===== src/hdl/swsu_pkg.sv =====
// Shared types, codes and constants for the stop-and-wait sender unit.
package swsu_pkg;

  localparam int MAX_PAYLOAD = 1024;
  localparam int LEN_W       = 11;
  localparam int TIMER_W     = 32;
  localparam int RETRY_W     = 4;

  localparam logic [RETRY_W-1:0] RETRY_SAT   = '1;
  localparam logic [TIMER_W-1:0] TIMEOUT_RST = 32'd100000000;
  localparam logic [RETRY_W-1:0] RETRY_RST   = 4'd3;

  // Request type codes on the input channel.
  localparam logic [2:0] REQ_PAYLOAD  = 3'd0;
  localparam logic [2:0] REQ_END      = 3'd1;
  localparam logic [2:0] REQ_TICK     = 3'd2;
  localparam logic [2:0] REQ_ACK_BYTE = 3'd3;
  localparam logic [2:0] REQ_ACK_HDR  = 3'd4;

  // Configuration register indexes.
  localparam logic [7:0] CFG_TIMEOUT = 8'd0;
  localparam logic [7:0] CFG_RETRY   = 8'd1;

  typedef enum logic [2:0] {
    ACT_NONE    = 3'd0,
    ACT_SEND    = 3'd1,
    ACT_TIMEOUT = 3'd2,
    ACT_BADSUM  = 3'd3,
    ACT_BADSEQ  = 3'd4,
    ACT_DONE    = 3'd5,
    ACT_GAVEUP  = 3'd6
  } act_t;

  typedef enum logic [2:0] {
    K_IGNORE,
    K_BYTE,
    K_END,
    K_TICK,
    K_ACK_BYTE,
    K_ACK_HDR
  } kind_t;

  // One classified transaction as it travels from front to back.
  typedef struct packed {
    kind_t      kind;
    logic [7:0] byte_val;
    logic [7:0] hdr_xor;   // XOR of ack_seq and ack_len bytes
    logic [7:0] ck_low;    // low byte of ack_cksum
    logic       ck_up0;    // upper 24 bits of ack_cksum all zero
    logic       ck_up1;    // upper 24 bits of ack_cksum all one
    logic       seq_is0;
    logic       seq_is1;
  } item_t;

endpackage


===== src/hdl/swsu_front.sv =====
// Front end: decodes a request and precomputes the ack header checks.
module swsu_front import swsu_pkg::*; (
  input  logic        [2:0]       req_type,
  input  logic        [7:0]       byte_value,
  input  logic signed [31:0]      ack_seq,
  input  logic        [LEN_W-1:0] ack_len,
  input  logic signed [31:0]      ack_cksum,
  output item_t                   item
);

  always_comb begin
    item = '0;
    case (req_type)
      REQ_PAYLOAD:  item.kind = K_BYTE;
      REQ_END:      item.kind = K_END;
      REQ_TICK:     item.kind = K_TICK;
      REQ_ACK_BYTE: item.kind = K_ACK_BYTE;
      REQ_ACK_HDR:  item.kind = K_ACK_HDR;
      default:      item.kind = K_IGNORE;
    endcase
    item.byte_val = byte_value;
    item.hdr_xor  = ack_seq[7:0] ^ ack_seq[15:8] ^ ack_seq[23:16] ^ ack_seq[31:24]
                  ^ ack_len[7:0] ^ {5'd0, ack_len[LEN_W-1:8]};
    item.ck_low   = ack_cksum[7:0];
    item.ck_up0   = (ack_cksum[31:8] == 24'h000000);
    item.ck_up1   = (ack_cksum[31:8] == 24'hFFFFFF);
    item.seq_is0  = (ack_seq == 32'sd0);
    item.seq_is1  = (ack_seq == 32'sd1);
  end

endmodule


===== src/hdl/swsu_queue.sv =====
// Two-entry queue of classified transactions between front and back.
module swsu_queue import swsu_pkg::*; (
  input  logic  clk,
  input  logic  rst_n,
  input  logic  push,
  input  item_t push_item,
  output logic  full,
  output logic  pop_valid,
  input  logic  pop,
  output item_t pop_item
);

  item_t      mem_r [2];
  logic       wr_ptr_r, wr_ptr_nxt;
  logic       rd_ptr_r, rd_ptr_nxt;
  logic [1:0] count_r, count_nxt;

  assign full      = (count_r == 2'd2);
  assign pop_valid = (count_r != 2'd0);
  assign pop_item  = mem_r[rd_ptr_r];

  always_comb begin
    wr_ptr_nxt = push ? ~wr_ptr_r : wr_ptr_r;
    rd_ptr_nxt = pop  ? ~rd_ptr_r : rd_ptr_r;
    count_nxt  = count_r + {1'b0, push} - {1'b0, pop};
  end

  always_ff @(posedge clk) begin
    if (push) begin
      mem_r[wr_ptr_r] <= push_item;
    end
  end

  always_ff @(posedge clk) begin
    if (!rst_n) begin
      wr_ptr_r <= 1'b0;
      rd_ptr_r <= 1'b0;
      count_r  <= 2'd0;
    end else begin
      wr_ptr_r <= wr_ptr_nxt;
      rd_ptr_r <= rd_ptr_nxt;
      count_r  <= count_nxt;
    end
  end

endmodule


===== src/hdl/swsu_back.sv =====
// Back end: sender state machine, timer, retries and the result register.
module swsu_back import swsu_pkg::*; (
  input  logic                      clk,
  input  logic                      rst_n,
  input  logic        [TIMER_W-1:0] timeout_ticks,
  input  logic        [RETRY_W-1:0] retry_limit,
  input  logic                      q_valid,
  input  item_t                     q_item,
  output logic                      q_pop,
  output logic                      out_valid,
  input  logic                      out_ready,
  output logic        [2:0]         out_action,
  output logic                      out_pkt_seq,
  output logic        [LEN_W-1:0]   out_pkt_len,
  output logic signed [7:0]         out_pkt_cksum,
  output logic                      out_busy_res
);

  typedef enum logic {ST_IDLE, ST_WAIT} st_t;

  localparam logic [LEN_W-1:0] MAX_LEN = LEN_W'(MAX_PAYLOAD);

  st_t                st_r, st_nxt;
  logic               seq_r, seq_nxt;
  logic [LEN_W-1:0]   count_r, count_nxt;
  logic [7:0]         pxor_r, pxor_nxt;
  logic [7:0]         axor_r, axor_nxt;
  logic [RETRY_W-1:0] retry_r, retry_nxt;
  logic [TIMER_W-1:0] timer_r, timer_nxt;

  logic               ov_r, ov_nxt;
  act_t               act_r, act_nxt;
  logic               oseq_r, oseq_nxt;
  logic [LEN_W-1:0]   olen_r, olen_nxt;
  logic [7:0]         ock_r, ock_nxt;
  logic               obusy_r, obusy_nxt;

  logic               go;
  logic [7:0]         pkt_sum;
  logic [RETRY_W-1:0] retry_inc;
  logic [7:0]         ack_x;
  logic               sum_ok;
  logic               seq_ok;
  logic               with_pkt;

  assign go    = q_valid && (!ov_r || out_ready);
  assign q_pop = go;

  assign pkt_sum   = {7'd0, seq_r} ^ count_r[7:0] ^ {5'd0, count_r[LEN_W-1:8]} ^ pxor_r;
  assign retry_inc = (retry_r == RETRY_SAT) ? retry_r : retry_r + 1'b1;
  assign ack_x     = q_item.hdr_xor ^ axor_r;
  assign sum_ok    = (ack_x == q_item.ck_low) && (ack_x[7] ? q_item.ck_up1 : q_item.ck_up0);
  assign seq_ok    = seq_r ? q_item.seq_is1 : q_item.seq_is0;

  always_comb begin
    st_nxt    = st_r;
    seq_nxt   = seq_r;
    count_nxt = count_r;
    pxor_nxt  = pxor_r;
    axor_nxt  = axor_r;
    retry_nxt = retry_r;
    timer_nxt = timer_r;
    act_nxt   = ACT_NONE;
    obusy_nxt = (st_r == ST_WAIT);

    case (st_r)
      ST_IDLE: begin
        case (q_item.kind)
          K_BYTE: begin
            if (count_r < MAX_LEN) begin
              pxor_nxt  = pxor_r ^ q_item.byte_val;
              count_nxt = count_r + 1'b1;
            end
          end
          K_END: begin
            st_nxt    = ST_WAIT;
            retry_nxt = '0;
            axor_nxt  = '0;
            timer_nxt = timeout_ticks;
            act_nxt   = ACT_SEND;
            obusy_nxt = 1'b1;
          end
          default: ;
        endcase
      end
      ST_WAIT: begin
        case (q_item.kind)
          K_TICK: begin
            if (timer_r > TIMER_W'(1)) begin
              timer_nxt = timer_r - 1'b1;
            end else if (retry_inc >= retry_limit) begin
              act_nxt = ACT_GAVEUP;
            end else begin
              retry_nxt = retry_inc;
              timer_nxt = timeout_ticks;
              act_nxt   = ACT_TIMEOUT;
            end
          end
          K_ACK_BYTE: axor_nxt = axor_r ^ q_item.byte_val;
          K_ACK_HDR: begin
            axor_nxt = '0;
            if (!sum_ok) begin
              timer_nxt = timeout_ticks;
              act_nxt   = ACT_BADSUM;
            end else if (!seq_ok) begin
              timer_nxt = timeout_ticks;
              act_nxt   = ACT_BADSEQ;
            end else begin
              act_nxt = ACT_DONE;
            end
          end
          default: ;
        endcase
        // A delivered or abandoned packet closes out and flips the sequence bit.
        if (act_nxt == ACT_DONE || act_nxt == ACT_GAVEUP) begin
          st_nxt    = ST_IDLE;
          seq_nxt   = ~seq_r;
          count_nxt = '0;
          pxor_nxt  = '0;
          axor_nxt  = '0;
          retry_nxt = '0;
          timer_nxt = '0;
          obusy_nxt = 1'b0;
        end
      end
      default: st_nxt = ST_IDLE;
    endcase

    with_pkt = (act_nxt != ACT_NONE);
    oseq_nxt = with_pkt ? seq_r   : 1'b0;
    olen_nxt = with_pkt ? count_r : '0;
    ock_nxt  = with_pkt ? pkt_sum : '0;

    ov_nxt = go ? 1'b1 : (ov_r && !out_ready);
  end

  always_ff @(posedge clk) begin
    if (!rst_n) begin
      st_r    <= ST_IDLE;
      seq_r   <= 1'b0;
      count_r <= '0;
      pxor_r  <= '0;
      axor_r  <= '0;
      retry_r <= '0;
      timer_r <= '0;
      ov_r    <= 1'b0;
    end else begin
      ov_r <= ov_nxt;
      if (go) begin
        st_r    <= st_nxt;
        seq_r   <= seq_nxt;
        count_r <= count_nxt;
        pxor_r  <= pxor_nxt;
        axor_r  <= axor_nxt;
        retry_r <= retry_nxt;
        timer_r <= timer_nxt;
      end
    end
    if (go) begin
      act_r   <= act_nxt;
      oseq_r  <= oseq_nxt;
      olen_r  <= olen_nxt;
      ock_r   <= ock_nxt;
      obusy_r <= obusy_nxt;
    end
  end

  assign out_valid     = ov_r;
  assign out_action    = act_r;
  assign out_pkt_seq   = oseq_r;
  assign out_pkt_len   = olen_r;
  assign out_pkt_cksum = ock_r;
  assign out_busy_res  = obusy_r;

endmodule


===== src/hdl/stop_and_wait_sender_unit.sv =====
// Top level of the alternating-bit stop-and-wait sender unit.
// Path: an accepted transaction waits in the two-entry queue until the back end pops it, and its
// result is then held in the result register until the consumer takes it.
// Throughput: one transaction per cycle while results are taken, set by the state update in the back end.
// Reset (rst_n low, synchronous): queue and result register empty, sender idle with sequence
// bit 0, timeout_ticks 100000000 and retry_limit 3. No clearing pass is needed.
module stop_and_wait_sender_unit import swsu_pkg::*; (
  input  logic                clk,
  input  logic                rst_n,

  input  logic                in_valid,
  output logic                in_ready,
  input  logic        [2:0]   in_req_type,
  input  logic        [7:0]   in_byte_value,
  input  logic signed [31:0]  in_ack_seq,
  input  logic        [10:0]  in_ack_len,
  input  logic signed [31:0]  in_ack_cksum,

  output logic                out_valid,
  input  logic                out_ready,
  output logic        [2:0]   out_action,
  output logic                out_pkt_seq,
  output logic        [10:0]  out_pkt_len,
  output logic signed [7:0]   out_pkt_cksum,
  output logic                out_busy_res,

  input  logic                cfg_valid,
  output logic                cfg_ready,
  input  logic        [7:0]   cfg_index,
  input  logic        [31:0]  cfg_data
);

  // Configuration registers. Writes are always taken; an index beyond the
  // register list is accepted and dropped.
  logic [TIMER_W-1:0] timeout_r, timeout_nxt;
  logic [RETRY_W-1:0] limit_r, limit_nxt;

  assign cfg_ready = 1'b1;

  always_comb begin
    timeout_nxt = timeout_r;
    limit_nxt   = limit_r;
    if (cfg_valid) begin
      case (cfg_index)
        CFG_TIMEOUT: timeout_nxt = cfg_data;
        CFG_RETRY:   limit_nxt   = cfg_data[RETRY_W-1:0];
        default: ;
      endcase
    end
  end

  always_ff @(posedge clk) begin
    if (!rst_n) begin
      timeout_r <= TIMEOUT_RST;
      limit_r   <= RETRY_RST;
    end else begin
      timeout_r <= timeout_nxt;
      limit_r   <= limit_nxt;
    end
  end

  // The front end classifies each transaction and does the header XOR and
  // compare work that needs no sender state, so the back end only has to
  // fold in the running ack XOR and the current sequence bit.
  item_t front_item;
  item_t back_item;
  logic  q_full;
  logic  q_valid;
  logic  q_pop;

  swsu_front u_front (
    .req_type   (in_req_type),
    .byte_value (in_byte_value),
    .ack_seq    (in_ack_seq),
    .ack_len    (in_ack_len),
    .ack_cksum  (in_ack_cksum),
    .item       (front_item)
  );

  // The queue lets the input keep flowing while the result register waits
  // on a stalled consumer.
  assign in_ready = !q_full;

  swsu_queue u_queue (
    .clk       (clk),
    .rst_n     (rst_n),
    .push      (in_valid && in_ready),
    .push_item (front_item),
    .full      (q_full),
    .pop_valid (q_valid),
    .pop       (q_pop),
    .pop_item  (back_item)
  );

  // The back end retires one queued transaction per cycle whenever the
  // result register is empty or being emptied, and every transaction
  // yields exactly one result.
  swsu_back u_back (
    .clk           (clk),
    .rst_n         (rst_n),
    .timeout_ticks (timeout_r),
    .retry_limit   (limit_r),
    .q_valid       (q_valid),
    .q_item        (back_item),
    .q_pop         (q_pop),
    .out_valid     (out_valid),
    .out_ready     (out_ready),
    .out_action    (out_action),
    .out_pkt_seq   (out_pkt_seq),
    .out_pkt_len   (out_pkt_len),
    .out_pkt_cksum (out_pkt_cksum),
    .out_busy_res  (out_busy_res)
  );

endmodule


===== config.mk =====
export PLATFORM = sky130hd
export DESIGN_NAME = stop_and_wait_sender_unit
export DESIGN_NICKNAME = d
export VERILOG_FILES = /design/src/hdl/swsu_pkg.sv /design/src/hdl/swsu_front.sv /design/src/hdl/swsu_queue.sv /design/src/hdl/swsu_back.sv /design/src/hdl/stop_and_wait_sender_unit.sv
export SDC_FILE = /design/constraint.sdc
export NUM_CORES = 1
export LEC_CHECK = 0
export ABC_AREA = 1
export BUFFER_PORTS_ARGS = -buffer_cell sky130_fd_sc_hd__buf_2
export CORE_MARGIN = 3
export CORE_UTILIZATION = 35
export CTS_CLUSTER_DIAMETER = 150
export CTS_CLUSTER_SIZE = 24
export DETAILED_ROUTE_END_ITERATION = 10
export GPL_TIMING_DRIVEN = 0
export PLACE_DENSITY = 0.64
export SLEW_MARGIN = 30
export SYNTH_ARGS = -nofsm -noshare
export SYNTH_HDL_FRONTEND = slang
export SYNTH_HIERARCHICAL = 1
export SYNTH_SLANG_ARGS = --single-unit

===== constraint.sdc =====
create_clock -name clk -period 2.77 [get_ports clk]
set_clock_uncertainty 0.2 [all_clocks]
set_input_delay 0.4155 -clock clk [delete_from_list [all_inputs] [get_ports clk]]
set_output_delay 0.4155 -clock clk [all_outputs]
set_load 0.01 [all_outputs]

=== Word level (Yosys, flattened, before mapping) ===
Memories as Yosys holds them, arrays and structs flattened. A register that Yosys moved wholly into a read port is not among the register bits.
Index checks and enable logic that the tools add are counted.

* Add/sub/neg operators: 5
* Magnitude comparators: 3
* Equal/unequal tests: 28
* Multiplexer cells: 46
* Bitwise gates (word level): 15
* Reduce and logical (&&, ||, !) cells: 22

{| class="wikitable"
|+ Operators by type and width
! kind !! number
|-
| $mux W32 || 6
|-
| $pmux W32 S2 || 2
|-
| $xor A8 B8 Y8 || 8
|-
| $pmux W8 S2 || 3
|-
| $mux W8 || 5
|-
| $mux W11 || 3
|-
| $eq A32 B2 Y1 const B || 1
|-
| $gt A32 B1 Y1 const B || 1
|-
| $logic_not A32 Y1 || 1
|-
| $sub A32 B1 Y32 const B || 1
|-
| $eq A24 B24 Y1 const B || 1
|-
| $logic_not A24 Y1 || 1
|-
| $mux W4 || 6
|-
| $pmux W11 S2 || 1
|-
| $xor A8 B3 Y8 || 2
|-
| $eq A3 B3 Y1 const B || 5
|-
| $pmux W3 S5 || 1
|-
| $eq A3 B2 Y1 const B || 4
|-
| $mux W3 || 4
|-
| $pmux W3 S2 || 2
|-
| $add A11 B1 Y11 const B || 1
|-
| $lt A11 B11 Y1 const B || 1
|-
| $mux W1 || 11
|-
| $ne A5 B5 Y1 const B || 2
|-
| 28 further kinds || 46
|}

* Bits in registers: 130
* Memory bits (writable): 62
* Input port bits: 131
* Memories kept: 1

{| class="wikitable"
|+ Memories
! memory !! depth !! bits a word !! read ports !! clocked after Yosys merged registers in !! wr ports !! line !! text
|-
| u_queue.mem_r || 2 || 31 || 1 || 1 || 1 || swsu_queue.sv:13 || <nowiki>item_t mem_r [2];</nowiki>
|}

=== Depth between registers and ports, before layout ===
* Word-level depth: 11
* Depth in mapped cells: 19

=== Cells and area by module ===
The synthesis kept the hierarchy.

{| class="wikitable"
|+ By module, submodules not included
! module !! times used !! cells an instance !! area each (µm²) !! seq. area each (µm²)
|-
| swsu_back || 1 || 1015 || 6402.4 || 2042.0
|-
| swsu_queue || 1 || 129 || 2469.9 || 1961.9
|-
| stop_and_wait_sender_unit || 1 || 221 || 1535.2 || 720.7
|-
| swsu_front || 1 || 217 || 994.7 || 0.0
|}

=== Least setup slack after synthesis ===
OpenSTA, ideal clock, no wires.

* Kind: input-to-reg
* Start: input in_valid
* End: memory u_queue/mem_r[0][0] (netlist name), enable pin
* Setup time: 0.419 ns
* Arrival time: 1.990 ns
* Slack: 0.161 ns
* Stages on the path: 4
* Path buffers: 0
* Path through: inv_1 -> nor2_1 -> inv_1 -> nor2_1

* Cells in the longest elaborated chain, start to end: 3

{| class="wikitable"
|+ Ends and longest elaborated chain
! item !! line !! text
|-
| start: declaration || stop_and_wait_sender_unit.sv:11 || <nowiki>input logic in_valid,</nowiki>
|-
| $logic_and A1 B1 Y1 || stop_and_wait_sender_unit.sv:87 || <nowiki>.push (in_valid && in_ready),</nowiki>
|-
| $mux W1 || swsu_queue.sv:29 || <nowiki>if (push) begin</nowiki>
|-
| $mux W1 (not written as such) || swsu_queue.sv:30 || <nowiki>mem_r[wr_ptr_r] <= push_item;</nowiki>
|-
| end: declaration || swsu_queue.sv:13 ||
|}

Every way passes these cells.

==> impl_metrics.ini <==
[run_status]
status = finished clean

[route]
drc_errors = 0
avgViaCountPerCell = 4.70
detail_route.wl_per_cell_um = 13.6
ant_nets = 0
first_iter_violations = 606
first_pass_iters = 5
vias = 10539
routed_wl_um = 30500

[finish]
layout_commonest_cell = nand2_1
final_nets = 1937
final_layout_size_suffix_gt1_share_pct = 21.4
layout_common_cells = nand2_1, nor2_1, inv_1
area_growth_pct = 24.1
post-route-util_pct = 44.5
diodes = 0
fin_area_mm2 = 0.0142

[cts]
clk_latency_ps = 440
clockBufferDepth = 2
htreeDepth = 4
cts_tree = done
numCtsBuffers = 17
clk_pin_slew_worst_paths_ps = 80
cts.sinks = 193
root_buffer = clkbuf_16

[place]
hpwl_um = 22600
place.gp.congestion = 0.884
placed_cell_area_mm2 = 0.0127
portBuffers = 140

[grt]
grt_pass1_wl_um = 49100
grt_pass1_vias = 10057
grt_overflow = 0
grt_antenna_before_repair = 2
grt_max_degree = 32
grt_util_all_layers_pct = 17.0

[logic_synthesis]
syn_area_mm2 = 0.0114
synth_seq_cells = 193
synth_edf_count = 86
synth_cells = 1582
ys.flop_type = dfxtp_1
ys_warn_count = 6
synth_cell_type_count = 36
syn_area_per_cell_um2 = 7.21
async_reset_ff_share_pct = 0
yosysSeqAreaShare_pct = 41.4
syn-num-nets = 1723

[sta]
relSlewSlack_pct = 52.2
layout_worst_path_cycle_share_pct = 98.3
rsz0062_at_grt = true
hold_viol_final = 0
finalCriticalPeriod_ps = 2720
worst_slew_pin_slew_ps = 716
slew_viol_final = 0
setup_viol = 0
setup_tns_ps = 0
max_freq_ghz = 0.367

[die]
fp.dieW_um = 186
rows = 65
core_mm2 = 0.0318
die_area_mm2 = 0.0348
start_util_pct = 35.9
die_h_um = 186
ios = 158

[worst_setup_path]
cp-end-kind = register
critPathArrivalTime_ps = 2720
worst-path-max-fanout = 5
startpoint_type = register
path_common_cell = nand2_1
path_class = register to register
max_stage_delay_ps = 430
slowest_stage = dfxtp_4
path_cells = clkbuf_16, mux2_2, inv_1, nand2_1, nand3_1, nand2_2, nor2_4, nand3_1, nand2_1, nand2_1, nand2_1, nand2_2, nor2_4, buf_6, nor2_2
worstPathRequired_ps = 2760

[min_path]
worstHoldStart = cfg_data[1]
hp-class = input port to register

[run]
drv_cap = 0

[pwr]
p_leak_nw = 6.51
ir_worst_vdd_mv = 0.520
power.total_mw = 13.4
powerDensity_mw_per_mm2 = 947
[layout make-up]
| class | instances | area (µm²) |
|---|---|---|
| timing repair buffer | 194 | 1260 |
| clock inverter | 15 | 223 |
| multi-input combinational | 1112 | 5680 |
| tap | 435 | 544 |
| buffer | 74 | 520 |
| clock buffer | 17 | 425 |
| fill | 3208 | 17600 |
| sequential | 193 | 4730 |
| inverter | 204 | 766 |
[final timing paths]
path	to	slack (ps)	cells after the start
setup / recovery	u_back/out_pkt_len[10]	50	15
hold / removal	limit_r[1]	10	3
hold reg to reg	limit_r[1]	270	2
setup reg to reg	u_back/out_pkt_len[10]	50	15
[Yosys cell counts (14+ instances only)]
cell type	number	area share [%]
a21oi_1	52	2.3
buf_2	21	0.92
buf_4	22	1.4
clkbuf_1	18	0.59
dfxtp_1	107	19
edfxtp_1	86	23
inv_1	190	6.3
inv_2	14	0.46
mux2_2	31	3.1
nand2_1	407	13
nand3_1	149	6.5
nand4_1	29	1.6
nor2_1	259	8.5
nor2_2	17	0.93
o21ai_0	40	1.8
xnor2_1	27	2.1
xor2_1	43	3.3
[worst max-delay path: cells and delay by family, from the launching register on]
family	cells	cell delay (ps)
buffers and inverters	3	400
flip-flops	1	430
multiplexers	1	350
AND/OR/NAND/NOR	11	1090
[sequential cells by signal, summed over array words and instances (netlist names), 2 cells and up, named ones only]
register / flops
limit_r: 4
timeout_r: 32
u_back/axor_r: 8
u_back/count_r: 11
u_back/out_action: 3
u_back/out_pkt_cksum: 8
u_back/out_pkt_len: 11
u_back/pxor_r: 8
u_back/retry_r: 4
u_back/timer_r: 32
u_queue/count_r: 2
u_queue/mem_r: 62
[through the flow]
step                      std cells  worst slack (ps)  hold WS (ps)
after floorplan                1582               161           229
after global placement         2157              -715           251
after detailed placement       2158              -440           255
after CTS                      2224              11.1          1.95
after global routing           2244             -56.1          17.9
final                          2244              46.0          12.6
[layer usage]
metal	GRT usage (%)	vias up	share of wire, %
met2	28.8	304	46
met4	4.04	4	1.7
li1	-	5425	-
met3	3.08	45	5.4
met1	22.7	4761	46
met5	0	-	0.069
[cells by family (layout without fill, tap and decap cells)]
group                      count (synthesis)  in the layout  synth area share (%)
and+or+nand+nor                          903            904                  33.9
other                                      1              1                0.0329
xor gates and xnor gates                  70             70                  5.38
DFF                                      193            193                  41.4
AOI/OAI and AO/OA                         96             96                  4.32
muxes                                     31             31                  3.06
adders and majority gates                 10             10                  1.10
buffers and inverters                    278            504                  10.7
[power by group]
group	switching, mW	total (mW)	internal (mW)
registers	0.330	3.87	3.54
clock network	1.25	2.66	1.41
logic	4.31	6.87	2.56
[repair_timing]
action / CTS / global route
hold endpoints to repair: 44 / 0
pin swaps: 7 / 14
resized for setup: 32 / 61
gates cloned: 2 / 4
setup endpoints to repair: 86 / 85
buffers inserted: 4 / 16
hold buffers: 28 / 0
No activity file was read; power rests on OpenSTA's default activity.
